`config.mk`:
```
export PLATFORM = sky130hd
export DESIGN_NAME = humidity_sensor_frame_decoder_flat
export DESIGN_NICKNAME = d
export VERILOG_FILES = /design/src/rtl/core/hsfd_pkg.sv /design/src/rtl/core/hsfd_stream_if.sv /design/src/rtl/core/hsfd_front.sv /design/src/rtl/core/hsfd_fifo.sv /design/src/rtl/core/hsfd_back.sv /design/src/rtl/core/humidity_sensor_frame_decoder.sv /design/src/flat_wrapper.sv
export SDC_FILE = /design/constraint.sdc
export NUM_CORES = 1
export LEC_CHECK = 0
export BUFFER_PORTS_ARGS = -buffer_cell sky130_fd_sc_hd__buf_2
export CORE_MARGIN = 8
export CORE_UTILIZATION = 50
export DETAILED_ROUTE_END_ITERATION = 6
export PLACE_DENSITY = 0.77
export SYNTH_ARGS = -nofsm -noshare
export SYNTH_HDL_FRONTEND = slang
export SYNTH_SLANG_ARGS = --single-unit
```
`constraint.sdc`:
```
create_clock -name i_clk -period 10 [get_ports i_clk]
set_input_delay 2 -clock i_clk [delete_from_list [all_inputs] [get_ports i_clk]]
set_output_delay 2 -clock i_clk [all_outputs]
set_load 0.02 [all_outputs]
```
`src/rtl/core/hsfd_pkg.sv`:
```
package hsfd_pkg;

    // Frame layout: byte positions 0..5
    localparam logic [2:0] POS_TEMP_MSB = 3'd0;
    localparam logic [2:0] POS_TEMP_LSB = 3'd1;
    localparam logic [2:0] POS_TEMP_CRC = 3'd2;
    localparam logic [2:0] POS_HUM_MSB  = 3'd3;
    localparam logic [2:0] POS_HUM_LSB  = 3'd4;
    localparam logic [2:0] POS_HUM_CRC  = 3'd5;

    localparam logic [7:0] CRC_POLY = 8'h31;
    localparam logic [7:0] CRC_INIT = 8'hFF;

    localparam logic [14:0]        TEMP_SPAN_CENTI   = 15'd17500;
    localparam logic [13:0]        HUM_SPAN_CENTI    = 14'd10000;
    localparam logic signed [15:0] TEMP_OFFSET_CENTI = 16'sd4500;

    localparam int QUEUE_DEPTH = 2;

    typedef enum logic [1:0] {
        STATUS_OK       = 2'd0,
        STATUS_TEMP_BAD = 2'd1,
        STATUS_HUM_BAD  = 2'd2
    } t_status;

    typedef struct packed {
        logic [7:0] rx_byte;
        logic       frame_start;
    } t_in;

    typedef struct packed {
        logic signed [14:0] temperature_centi;
        logic [13:0]        humidity_centi;
        logic [1:0]         frame_status;
    } t_out;

    // Complete frame handed from the front to the conversion side
    typedef struct packed {
        logic [15:0] raw_t;
        logic [15:0] raw_h;
        t_status     status;
    } t_frame;

    function automatic logic [7:0] crc8_byte(input logic [7:0] crc, input logic [7:0] b);
        logic [7:0] c;
        c = crc ^ b;
        for (int i = 0; i < 8; i++) begin
            c = c[7] ? ((c << 1) ^ CRC_POLY) : (c << 1);
        end
        return c;
    endfunction

endpackage

```
`src/rtl/core/hsfd_stream_if.sv`:
```
interface hsfd_stream_if #(
    parameter type T = logic
) ();
    logic valid;
    logic ready;
    T     data;

    modport source (output valid, output data, input ready);
    modport sink   (input valid, input data, output ready);
endinterface

```
`src/rtl/core/hsfd_front.sv`:
```
module hsfd_front (
    input  logic           i_clk,
    input  logic           i_rst_n,
    hsfd_stream_if.sink    i_frame,
    input  logic           i_q_full,
    output logic           o_push,
    output hsfd_pkg::t_frame o_push_data
);
    import hsfd_pkg::*;

    logic [2:0]  r_pos, n_pos;
    logic [7:0]  r_crc, n_crc;
    logic        r_t_ok;
    logic [15:0] r_raw_t;
    logic [15:0] r_raw_h;

    logic       w_accept;
    logic [2:0] w_pos;
    logic [7:0] w_crc_in;
    logic [7:0] w_byte;

    assign i_frame.ready = !i_q_full;
    assign w_accept      = i_frame.valid && !i_q_full;
    assign w_byte        = i_frame.data.rx_byte;

    // restart on frame start or on a position out of range
    assign w_pos    = (i_frame.data.frame_start || r_pos > POS_HUM_CRC) ? POS_TEMP_MSB : r_pos;
    assign w_crc_in = (w_pos == POS_TEMP_MSB || w_pos == POS_HUM_MSB) ? CRC_INIT : r_crc;

    always_comb begin
        n_pos = (w_pos == POS_HUM_CRC) ? POS_TEMP_MSB : w_pos + 3'd1;
        n_crc = crc8_byte(w_crc_in, w_byte);
    end

    always_ff @(posedge i_clk) begin
        if (!i_rst_n) begin
            r_pos <= POS_TEMP_MSB;
        end else if (w_accept) begin
            r_pos <= n_pos;
        end
    end

    always_ff @(posedge i_clk) begin
        if (w_accept) begin
            unique case (w_pos)
                POS_TEMP_MSB: begin
                    r_raw_t[15:8] <= w_byte;
                    r_crc         <= n_crc;
                end
                POS_TEMP_LSB: begin
                    r_raw_t[7:0] <= w_byte;
                    r_crc        <= n_crc;
                end
                POS_TEMP_CRC: begin
                    r_t_ok <= (r_crc == w_byte);
                end
                POS_HUM_MSB: begin
                    r_raw_h[15:8] <= w_byte;
                    r_crc         <= n_crc;
                end
                POS_HUM_LSB: begin
                    r_raw_h[7:0] <= w_byte;
                    r_crc        <= n_crc;
                end
                default: begin
                end
            endcase
        end
    end

    assign o_push = w_accept && (w_pos == POS_HUM_CRC);

    always_comb begin
        o_push_data.raw_t = r_raw_t;
        o_push_data.raw_h = r_raw_h;
        if (!r_t_ok) begin
            o_push_data.status = STATUS_TEMP_BAD;
        end else if (r_crc != w_byte) begin
            o_push_data.status = STATUS_HUM_BAD;
        end else begin
            o_push_data.status = STATUS_OK;
        end
    end

endmodule

```
`src/rtl/core/hsfd_fifo.sv`:
```
module hsfd_fifo #(
    parameter int DEPTH = hsfd_pkg::QUEUE_DEPTH
) (
    input  logic             i_clk,
    input  logic             i_rst_n,
    input  logic             i_push,
    input  hsfd_pkg::t_frame i_push_data,
    output logic             o_full,
    output logic             o_pop_valid,
    output hsfd_pkg::t_frame o_pop_data,
    input  logic             i_pop
);
    import hsfd_pkg::*;

    localparam int PW = (DEPTH > 1) ? $clog2(DEPTH) : 1;
    localparam int CW = $clog2(DEPTH + 1);
    localparam logic [PW-1:0] LAST = PW'(DEPTH - 1);

    t_frame        r_mem [DEPTH];
    logic [PW-1:0] r_wr_ptr;
    logic [PW-1:0] r_rd_ptr;
    logic [CW-1:0] r_count;

    logic w_push;
    logic w_pop;

    assign o_full      = (r_count == CW'(DEPTH));
    assign o_pop_valid = (r_count != '0);
    assign o_pop_data  = r_mem[r_rd_ptr];
    assign w_push      = i_push && !o_full;
    assign w_pop       = i_pop && o_pop_valid;

    always_ff @(posedge i_clk) begin
        if (w_push) begin
            r_mem[r_wr_ptr] <= i_push_data;
        end
    end

    always_ff @(posedge i_clk) begin
        if (!i_rst_n) begin
            r_wr_ptr <= '0;
            r_rd_ptr <= '0;
            r_count  <= '0;
        end else begin
            if (w_push) begin
                r_wr_ptr <= (r_wr_ptr == LAST) ? '0 : r_wr_ptr + PW'(1);
            end
            if (w_pop) begin
                r_rd_ptr <= (r_rd_ptr == LAST) ? '0 : r_rd_ptr + PW'(1);
            end
            if (w_push && !w_pop) begin
                r_count <= r_count + CW'(1);
            end else if (w_pop && !w_push) begin
                r_count <= r_count - CW'(1);
            end
        end
    end

endmodule

```
`src/rtl/core/hsfd_back.sv`:
```
module hsfd_back (
    input  logic             i_clk,
    input  logic             i_rst_n,
    input  logic             i_q_valid,
    input  hsfd_pkg::t_frame i_q_data,
    output logic             o_q_pop,
    hsfd_stream_if.source    o_result
);
    import hsfd_pkg::*;

    // stage 1: scaled products
    logic        r_s1_valid;
    logic [30:0] r_s1_prod_t;
    logic [29:0] r_s1_prod_h;
    t_status     r_s1_status;

    // stage 2: output register
    logic r_out_valid;
    t_out r_out, n_out;

    logic        w_out_load;
    logic        w_s1_load;
    logic [31:0] w_sum_t;
    logic [30:0] w_sum_h;
    logic [14:0] w_q_t;
    logic [13:0] w_q_h;
    logic signed [15:0] w_temp;

    assign w_out_load = !r_out_valid || o_result.ready;
    assign w_s1_load  = !r_s1_valid || w_out_load;
    assign o_q_pop    = w_s1_load && i_q_valid;

    always_ff @(posedge i_clk) begin
        if (w_s1_load) begin
            r_s1_prod_t <= 31'(i_q_data.raw_t) * 31'(TEMP_SPAN_CENTI);
            r_s1_prod_h <= 30'(i_q_data.raw_h) * 30'(HUM_SPAN_CENTI);
            r_s1_status <= i_q_data.status;
        end
    end

    // floor(x / 65535) = (x + (x >> 16) + 1) >> 16 for quotients below 65536
    assign w_sum_t = {1'b0, r_s1_prod_t} + {17'd0, r_s1_prod_t[30:16]} + 32'd1;
    assign w_sum_h = {1'b0, r_s1_prod_h} + {17'd0, r_s1_prod_h[29:16]} + 31'd1;
    assign w_q_t   = w_sum_t[30:16];
    assign w_q_h   = w_sum_h[29:16];
    assign w_temp  = signed'({1'b0, w_q_t}) - TEMP_OFFSET_CENTI;

    always_comb begin
        n_out.frame_status      = r_s1_status;
        n_out.temperature_centi = (r_s1_status == STATUS_TEMP_BAD) ? '0 : w_temp[14:0];
        n_out.humidity_centi    = (r_s1_status == STATUS_OK) ? w_q_h : '0;
    end

    always_ff @(posedge i_clk) begin
        if (w_out_load) begin
            r_out <= n_out;
        end
    end

    always_ff @(posedge i_clk) begin
        if (!i_rst_n) begin
            r_s1_valid  <= 1'b0;
            r_out_valid <= 1'b0;
        end else begin
            if (w_s1_load) begin
                r_s1_valid <= i_q_valid;
            end
            if (w_out_load) begin
                r_out_valid <= r_s1_valid;
            end
        end
    end

    assign o_result.valid = r_out_valid;
    assign o_result.data  = r_out;

endmodule

```
`src/rtl/core/humidity_sensor_frame_decoder.sv`:
```
// Humidity sensor frame decoder.
// Input channel i_frame carries one word per handshake: a received byte and a
// frame-start flag. Six words make a frame: temperature high, low, CRC-8, then
// humidity high, low, CRC-8 (poly 0x31, init 0xFF). Frame start restarts the
// count; a partial frame is dropped without a result.
// Output channel o_result carries one word per complete frame: temperature and
// humidity in hundredths plus a status (temperature CRC bad, humidity CRC bad).
// Throughput: one input word per cycle while the queue is not full. The front
// checks CRCs on the fly, one byte per cycle through the CRC unit, and pushes
// finished frames into a short queue; the back scales them in a two-stage
// multiply / reciprocal pipeline (product register, then output register).
// Stall: when o_result.ready is low the output register holds its word; the
// back pipeline and then the queue fill, and i_frame.ready drops only when the
// queue is full. Bytes of a frame in progress keep flowing until then.
// Reset (synchronous, active low) empties the queue and pipeline and sets the
// byte count to the first position; no clearing pass is needed.
module humidity_sensor_frame_decoder #(
    parameter int QUEUE_DEPTH = hsfd_pkg::QUEUE_DEPTH
) (
    input  logic          i_clk,
    input  logic          i_rst_n,
    hsfd_stream_if.sink   i_frame,
    hsfd_stream_if.source o_result
);
    import hsfd_pkg::*;

    // front -> queue
    logic   w_push;
    t_frame w_push_data;
    logic   w_q_full;

    // queue -> back
    logic   w_q_valid;
    t_frame w_q_data;
    logic   w_q_pop;

    // Classify each byte, run the CRC, emit a frame record on the sixth byte
    hsfd_front u_front (
        .i_clk       (i_clk),
        .i_rst_n     (i_rst_n),
        .i_frame     (i_frame),
        .i_q_full    (w_q_full),
        .o_push      (w_push),
        .o_push_data (w_push_data)
    );

    // Decouple byte intake from a stalled receiver
    hsfd_fifo #(
        .DEPTH (QUEUE_DEPTH)
    ) u_fifo (
        .i_clk       (i_clk),
        .i_rst_n     (i_rst_n),
        .i_push      (w_push),
        .i_push_data (w_push_data),
        .o_full      (w_q_full),
        .o_pop_valid (w_q_valid),
        .o_pop_data  (w_q_data),
        .i_pop       (w_q_pop)
    );

    // Scale raw readings to hundredths and drive the result register
    hsfd_back u_back (
        .i_clk     (i_clk),
        .i_rst_n   (i_rst_n),
        .i_q_valid (w_q_valid),
        .i_q_data  (w_q_data),
        .o_q_pop   (w_q_pop),
        .o_result  (o_result)
    );

endmodule

```
`src/flat_wrapper.sv`:
```
// flat-port wrapper written by rule: the top's interface ports become plain ports
module humidity_sensor_frame_decoder_flat import hsfd_pkg::*;
#(
    parameter int QUEUE_DEPTH = hsfd_pkg::QUEUE_DEPTH
)
  (i_clk, i_rst_n, i_frame_valid, i_frame_data, i_frame_ready, o_result_valid, o_result_data, o_result_ready);
  hsfd_stream_if #(.T(t_in)) i_frame_i ();
  hsfd_stream_if #(.T(t_out)) o_result_i ();
  input  logic i_clk;
  input  logic i_rst_n;
  input wire logic [$bits(i_frame_i.valid)-1:0] i_frame_valid;
  input wire logic [$bits(i_frame_i.data)-1:0] i_frame_data;
  output wire logic [$bits(i_frame_i.ready)-1:0] i_frame_ready;
  output wire logic [$bits(o_result_i.valid)-1:0] o_result_valid;
  output wire logic [$bits(o_result_i.data)-1:0] o_result_data;
  input wire logic [$bits(o_result_i.ready)-1:0] o_result_ready;
  assign i_frame_i.valid = i_frame_valid;
  assign i_frame_i.data = i_frame_data;
  assign i_frame_ready = i_frame_i.ready;
  assign o_result_valid = o_result_i.valid;
  assign o_result_data = o_result_i.data;
  assign o_result_i.ready = o_result_ready;
  humidity_sensor_frame_decoder #(.QUEUE_DEPTH(QUEUE_DEPTH)) u_core (.i_clk(i_clk), .i_rst_n(i_rst_n), .i_frame(i_frame_i), .o_result(o_result_i));
endmodule
```
==> results.sh, run 1 <==
export IMPL_wl_per_cell_um=14.9
export IMPL_fp_coreArea_um2=27800
export IMPL_dpl_cell_area_um2=14800
export IMPL_cts_buffers=21
export IMPL_hpwl_um=19400
export IMPL_critPathCaptureType="flop"
export IMPL_synth_cell_types=59
export IMPL_regArea_um2=6120
export IMPL_cts_setup_buffers=0
export IMPL_synth_edf_count=197
export IMPL_multiInputGateArea_um2=7220
export IMPL_layout_nets=1514
export IMPL_routed_via_density=5.12
export IMPL_cts_buffer_depth=3
export IMPL_rows=61
export IMPL_synth_area_um2=14100
export IMPL_grt_total_usage_pct=14.6
export IMPL_slew_viol_final=0
export IMPL_grt_pass1_vias=8421
export IMPL_relSlewSlack_pct=17.9
export IMPL_synthTopCellsByCount="inv_1 (198), edfxtp_1 (197), ha_1 (194), fa_1 (80), xnor2_1 (64)"
export IMPL_boundaryPins=46
export IMPL_max_freq_mhz=163
export IMPL_crit_fanout=34
export IMPL_grt_busiest_layer="met2"
export IMPL_syn2layout_area_growth_pct=9.54
export IMPL_place_congestion=0.884
export IMPL_grt_first_pass_wirelength_um=40700
export IMPL_fin_tns_setup_ps=0
export IMPL_grt_overflow=0
export IMPL_worstPathArrival_ps=6440
export IMPL_drtIter0Drc=345
export IMPL_worstSetupPathType="reg2reg"
export IMPL_cp_slowest_stage_delay_ps=920
export IMPL_met3_usage_pct=2.17
export IMPL_start_kind="flop"
export IMPL_tightest_slew_ps=1220
export IMPL_synthTopCellsByArea="edfxtp_1 (42%), ha_1 (17%), fa_1 (11%)"
export IMPL_timing_final_crit_share_pct=61.3
export IMPL_path_cells="mux2i_1, inv_1, ha_1, inv_1, fa_1, inv_1, ha_1, fa_1, inv_1, fa_1, inv_1, ha_1, and2_1, a221oi_2, o21ai_0, o21a_1, o21bai_2, a41o_1, o211a_1, o311ai_1"
export IMPL_final_cell_area_um2=15500
export IMPL_synth_ff_type="edfxtp_1"
export IMPL_cts_resized=0
export IMPL_clkLatencyLatePin_ps=500
export IMPL_clock_skew_final_ps=10.4
export IMPL_required_ps=10310
export IMPL_ant_nets=0
export IMPL_antenna_found_initial=0
export IMPL_postCtsHoldBufs=0
export IMPL_max_cap_viol_count=0
export IMPL_htreeDepth=1
export IMPL_rsz0062_at_grt="no"
export IMPL_grtUsageMet1_pct=19.9
export IMPL_fp_dieW_um=184
export IMPL_vias=8296
export IMPL_fin_util_pct=55.7
export IMPL_slowest_stage="dfxtp_2"
export IMPL_grt_max_degree=60
export IMPL_fin_crit_ps=6130
export IMPL_fill_cells=2291
export IMPL_start_util_pct=50.8
export IMPL_port_buffers=45
export IMPL_ctsRootBufferMaster="clkbuf_16"
export IMPL_ys_seq_area_share_pct=43.3
export IMPL_diodes=0
export IMPL_design_die_area_um2=33900
export IMPL_clkSinkCount=207
export IMPL_dr_pass1_iters=4
export IMPL_path_common_cell="inv_1"
export IMPL_hold_path_class="reg2reg"
export IMPL_clk_pin_slew_worst_paths_ps=60
export IMPL_place_inst=1582
export IMPL_synth_fp_nets=1453
export IMPL_drc=0
export IMPL_finalHoldViolations=0
export IMPL_yosysMostFrequentCell="inv_1"
export IMPL_synth_avg_cell_area_um2=12.1
export IMPL_finalWirelength_um=24100
export IMPL_ys_ff_latch=207
export IMPL_fp_dieH_um=184
export IMPL_async_flop_share_pct=0
export IMPL_drive_gt1_share_pct=9.19
export IMPL_post_synth_top_area_fraction_pct=41.9
export IMPL_syn_inst=1166
export IMPL_yosys_warnings=0
export IMPL_yosysTopAreaCell="edfxtp_1"
export IMPL_stdcell_count=1619
export IMPL_setup_viol=0
export IMPL_use_met2_pct=24.4
export IMPL_cts_tree="done"
export IMPL_status="finished, final reports clean"
==> worst paths after layout <==
path,start,depth (start not counted),slack (ps),to
setup / recovery,flop,20,3870,u_core.u_back.r_s1_prod_t[29]
hold reg to reg,u_core.u_front.r_raw_t[12],0,450,u_core.u_fifo.r_mem[0][30]
setup reg to reg,flop,20,3870,u_core.u_back.r_s1_prod_t[29]
hold / removal,u_core.u_front.r_raw_t[12],0,450,u_core.u_fifo.r_mem[0][30]
==> critical path: cells and delay by family, from the launching register on <==
family	cells	cell delay, ps
AOI/OAI and AO/OA	7	1520
adders and majority gates	6	2460
buffers and inverters	5	400
DFF	1	920
muxes	1	430
and+or+nand+nor	1	200
==> stage by stage <==
| step | setup slack [ps] | hold slack, ps |
|---|---|---|
| 5_1_grt | 3520 | 454 |
| 3_5_place_dp | 3840 | 434 |
| 4_1_cts | 3840 | 448 |
| 6_report | 3870 | 449 |
| 3_3_place_gp | 4020 | 425 |
| 2_1_floorplan | 4160 | 421 |
==> routing by layer <==
| metal | share of wire [%] | wire length [um] |
|---|---|---|
| met1 | 48 | 11600 |
| met2 | 46 | 11200 |
| met3 | 3.8 | 909 |
| met4 | 1.6 | 397 |
| met5 | 0 | 0 |
==> kinds of logic (layout without fill, tap and decap cells) <==
kind of cell | Yosys count | count (layout) | share of synthesized area [%]
adder cells (fa/ha/maj) | 274 | 274 | 28.5
XOR/XNOR | 94 | 94 | 5.83
buffers and inverters | 209 | 284 | 5.56
multiplexers | 34 | 34 | 2.54
AO/OA/AOI/OAI | 162 | 162 | 7.76
flip-flops | 207 | 207 | 43.3
AND/OR/NAND/NOR | 186 | 186 | 6.46
==> area by class of cell <==
cell class | count | share of cell area (%)
clock buffers | 26 | 3.52
clock inverters | 11 | 0.720
inverters | 198 | 4.80
multi-input cells | 750 | 46.7
flip-flops and latches | 207 | 39.5
well taps | 378 | 3.06
repair buffers | 49 | 1.65
==> flip-flops by register name, indices dropped and copies added, names as in the netlist, 2 cells and up, named ones only <==
register / cells
u_core.u_front.r_pos: 3
u_core.u_fifo.r_mem: 68
u_core.u_front.r_crc: 8
u_core.u_back.r_s1_prod_h: 26
u_core.u_back.r_s1_prod_t: 29
u_core.u_fifo.r_count: 2
u_core.u_back.r_s1_status: 2
u_core.u_back.o_result.data: 31
u_core.u_front.r_raw_h: 16
u_core.u_front.r_raw_t: 16
==> cells in the final DEF (no fill, tap or decap), types with 7 or more instances in the layout <==
cell type	count
mux2i_1	19
clkbuf_16	21
a21oi_1	48
a31oi_1	9
nand3_1	19
o21a_1	11
inv_1	198
xor2_1	30
nand2_1	40
fa_1	80
and2_1	7
nor3_1	14
dfxtp_1	9
nor2_1	55
a21o_1	17
o21ai_0	27
xnor2_1	64
ha_1	194
mux2_2	15
or3_1	10
a211oi_1	10
edfxtp_1	197
buf_2	45
Power of run 1 is left out: the tool's default activity adds up to more than one toggle a clock period on the data nets, which glitch-free logic cannot reach.
==> run 2: changes to the inputs <==
- PLACE_DENSITY: 0.77 -> 0.8
- clock period: 10 -> 5.2 ns (I/O delays scaled with it)
==> results.sh, run 2 (synthesized netlist as in run 1, its figures left out) <==
export IMPL_status="finished, final reports clean"
export IMPL_ant_nets=0
export IMPL_relSlewSlack_pct=26.7
export IMPL_routed_via_density=5.18
export IMPL_wl_per_cell_um=16.3
export IMPL_regArea_um2=6120
export IMPL_drc=0
export IMPL_cts_buffers=22
export IMPL_syn2layout_area_growth_pct=18.5
export IMPL_grt_total_usage_pct=15.1
export IMPL_dpl_cell_area_um2=15400
export IMPL_hpwl_um=20300
export IMPL_fin_util_pct=60.2
export IMPL_fill_cells=2108
export IMPL_fp_dieW_um=184
export IMPL_htreeDepth=1
export IMPL_finalWirelength_um=27700
export IMPL_fp_coreArea_um2=27800
export IMPL_start_kind="flop"
export IMPL_antenna_found_initial=0
export IMPL_crit_fanout=8
export IMPL_worstSetupPathType="reg2reg"
export IMPL_clock_skew_final_ps=14.2
export IMPL_diodes=0
export IMPL_finalHoldViolations=0
export IMPL_fin_crit_ps=5160
export IMPL_layout_nets=1598
export IMPL_rsz0062_at_grt="yes"
export IMPL_largest_register_ffs=68
export IMPL_place_congestion=0.840
export IMPL_design_die_area_um2=33900
export IMPL_timing_final_crit_share_pct=99.2
export IMPL_clkLatencyLatePin_ps=510
export IMPL_rows=61
export IMPL_boundaryPins=46
export IMPL_final_common_cell="edfxtp_1"
export IMPL_cts_buffer_depth=3
export IMPL_critPathCaptureType="flop"
export IMPL_tightest_slew_ps=1100
export IMPL_setup_viol=0
export IMPL_clk_pin_slew_worst_paths_ps=60
export IMPL_grt_overflow=0
export IMPL_grt_first_pass_wirelength_um=42000
export IMPL_clkSinkCount=207
export IMPL_cts_tree="done"
export IMPL_slew_viol_final=0
export IMPL_hold_path_class="reg2reg"
export IMPL_worstPathArrival_ps=5470
export IMPL_drive_gt1_share_pct=20.3
export IMPL_final_cell_area_um2=16700
export IMPL_drtIter0Drc=456
export IMPL_regToRegSetupSlack_ps=40
export IMPL_grt_max_degree=59
export IMPL_ctsRootBufferMaster="clkbuf_16"
export IMPL_fp_dieH_um=184
export IMPL_vias=8837
export IMPL_top_register="u_core.u_fifo.r_mem"
export IMPL_start_util_pct=50.8
export IMPL_multiInputGateArea_um2=7720
export IMPL_port_buffers=45
export IMPL_grt_pass1_vias=8836
export IMPL_required_ps=5510
export IMPL_final_cell_mix="edfxtp_1 (197), inv_1 (180), ha_1 (170), buf_4 (81), fa_1 (77)"
export IMPL_max_freq_mhz=194
export IMPL_hold_worst_slack_ps=442
export IMPL_postCtsHoldBufs=0
export IMPL_max_cap_viol_count=0
export IMPL_dr_pass1_iters=4
==> run 2: cell types whose count changed in the layout (fill, tap and decap cells not counted), moves of 6 or more <==
cell	delta
mux2_2	-11
ha_4	+20
ha_1	-24
mux2i_4	+6
inv_2	+18
buf_4	+77
mux2i_1	-13
mux2_4	+11
mux2i_2	+7
inv_1	-18
==> run 2: per-stage QoR <==
step                setup WS (ps)  TNS [ps]  instances
global route                 -113      -672       1705
CTS                          13.2         0       1686
finish                       40.1         0       1705
detailed placement          -79.0      -216       1646
floorplan                    7.70         0       1166
global placement             27.1         0       1646
==> run 2: routing by layer <==
metal	vias to the layer above	track usage (%)	routed length [um]
met2	171	26.2	13700
met5	-	0	0
met1	4274	19.6	12300
met4	0	3.65	677
li1	4350	-	-
met3	42	2.04	1030
==> run 2: what timing repair did <==
item                                    CTS  global route
pin swaps                                 3            31
setup buffers                             0            17
resized for setup                         7            84
endpoints found under the setup margin    8            16
cloned                                    0             2
==> run 2: final cells by class <==
class	count	share of cell area, %
Inverter	198	4.44
Clock inverter	16	1.00
Clock buffer	24	3.34
Tap cell	378	2.83
Sequential cell	207	36.6
Timing Repair Buffer	132	5.71
Multi-Input combinational cell	750	46.1
==> run 2: worst max-delay path, cell delays in order (launching register included) <==
cell and delay (ps):
dfxtp_4 420, buf_12 150, mux2_4 330, buf_4 170
ha_1 290, fa_1 470, ha_1 350, fa_1 530
inv_1 70, fa_1 530, inv_1 50, ha_1 300
buf_4 150, a41oi_2 170, or2b_4 180, o21bai_4 70
a41o_1 220, o211a_1 240, o311ai_1 270
==> run 2: worst paths after layout <==
path / cells after the start / startpoint / endpoint
worst max-delay path: 18 / flop / u_core.u_back.r_s1_prod_t[29]
worst min-delay path: 0 / u_core.u_front.r_raw_t[11] / u_core.u_fifo.r_mem[1][29]
worst max register to register: 18 / flop / u_core.u_back.r_s1_prod_t[29]
worst min register to register: 0 / u_core.u_front.r_raw_t[11] / u_core.u_fifo.r_mem[1][29]
Power of run 2 is left out for the same reason.
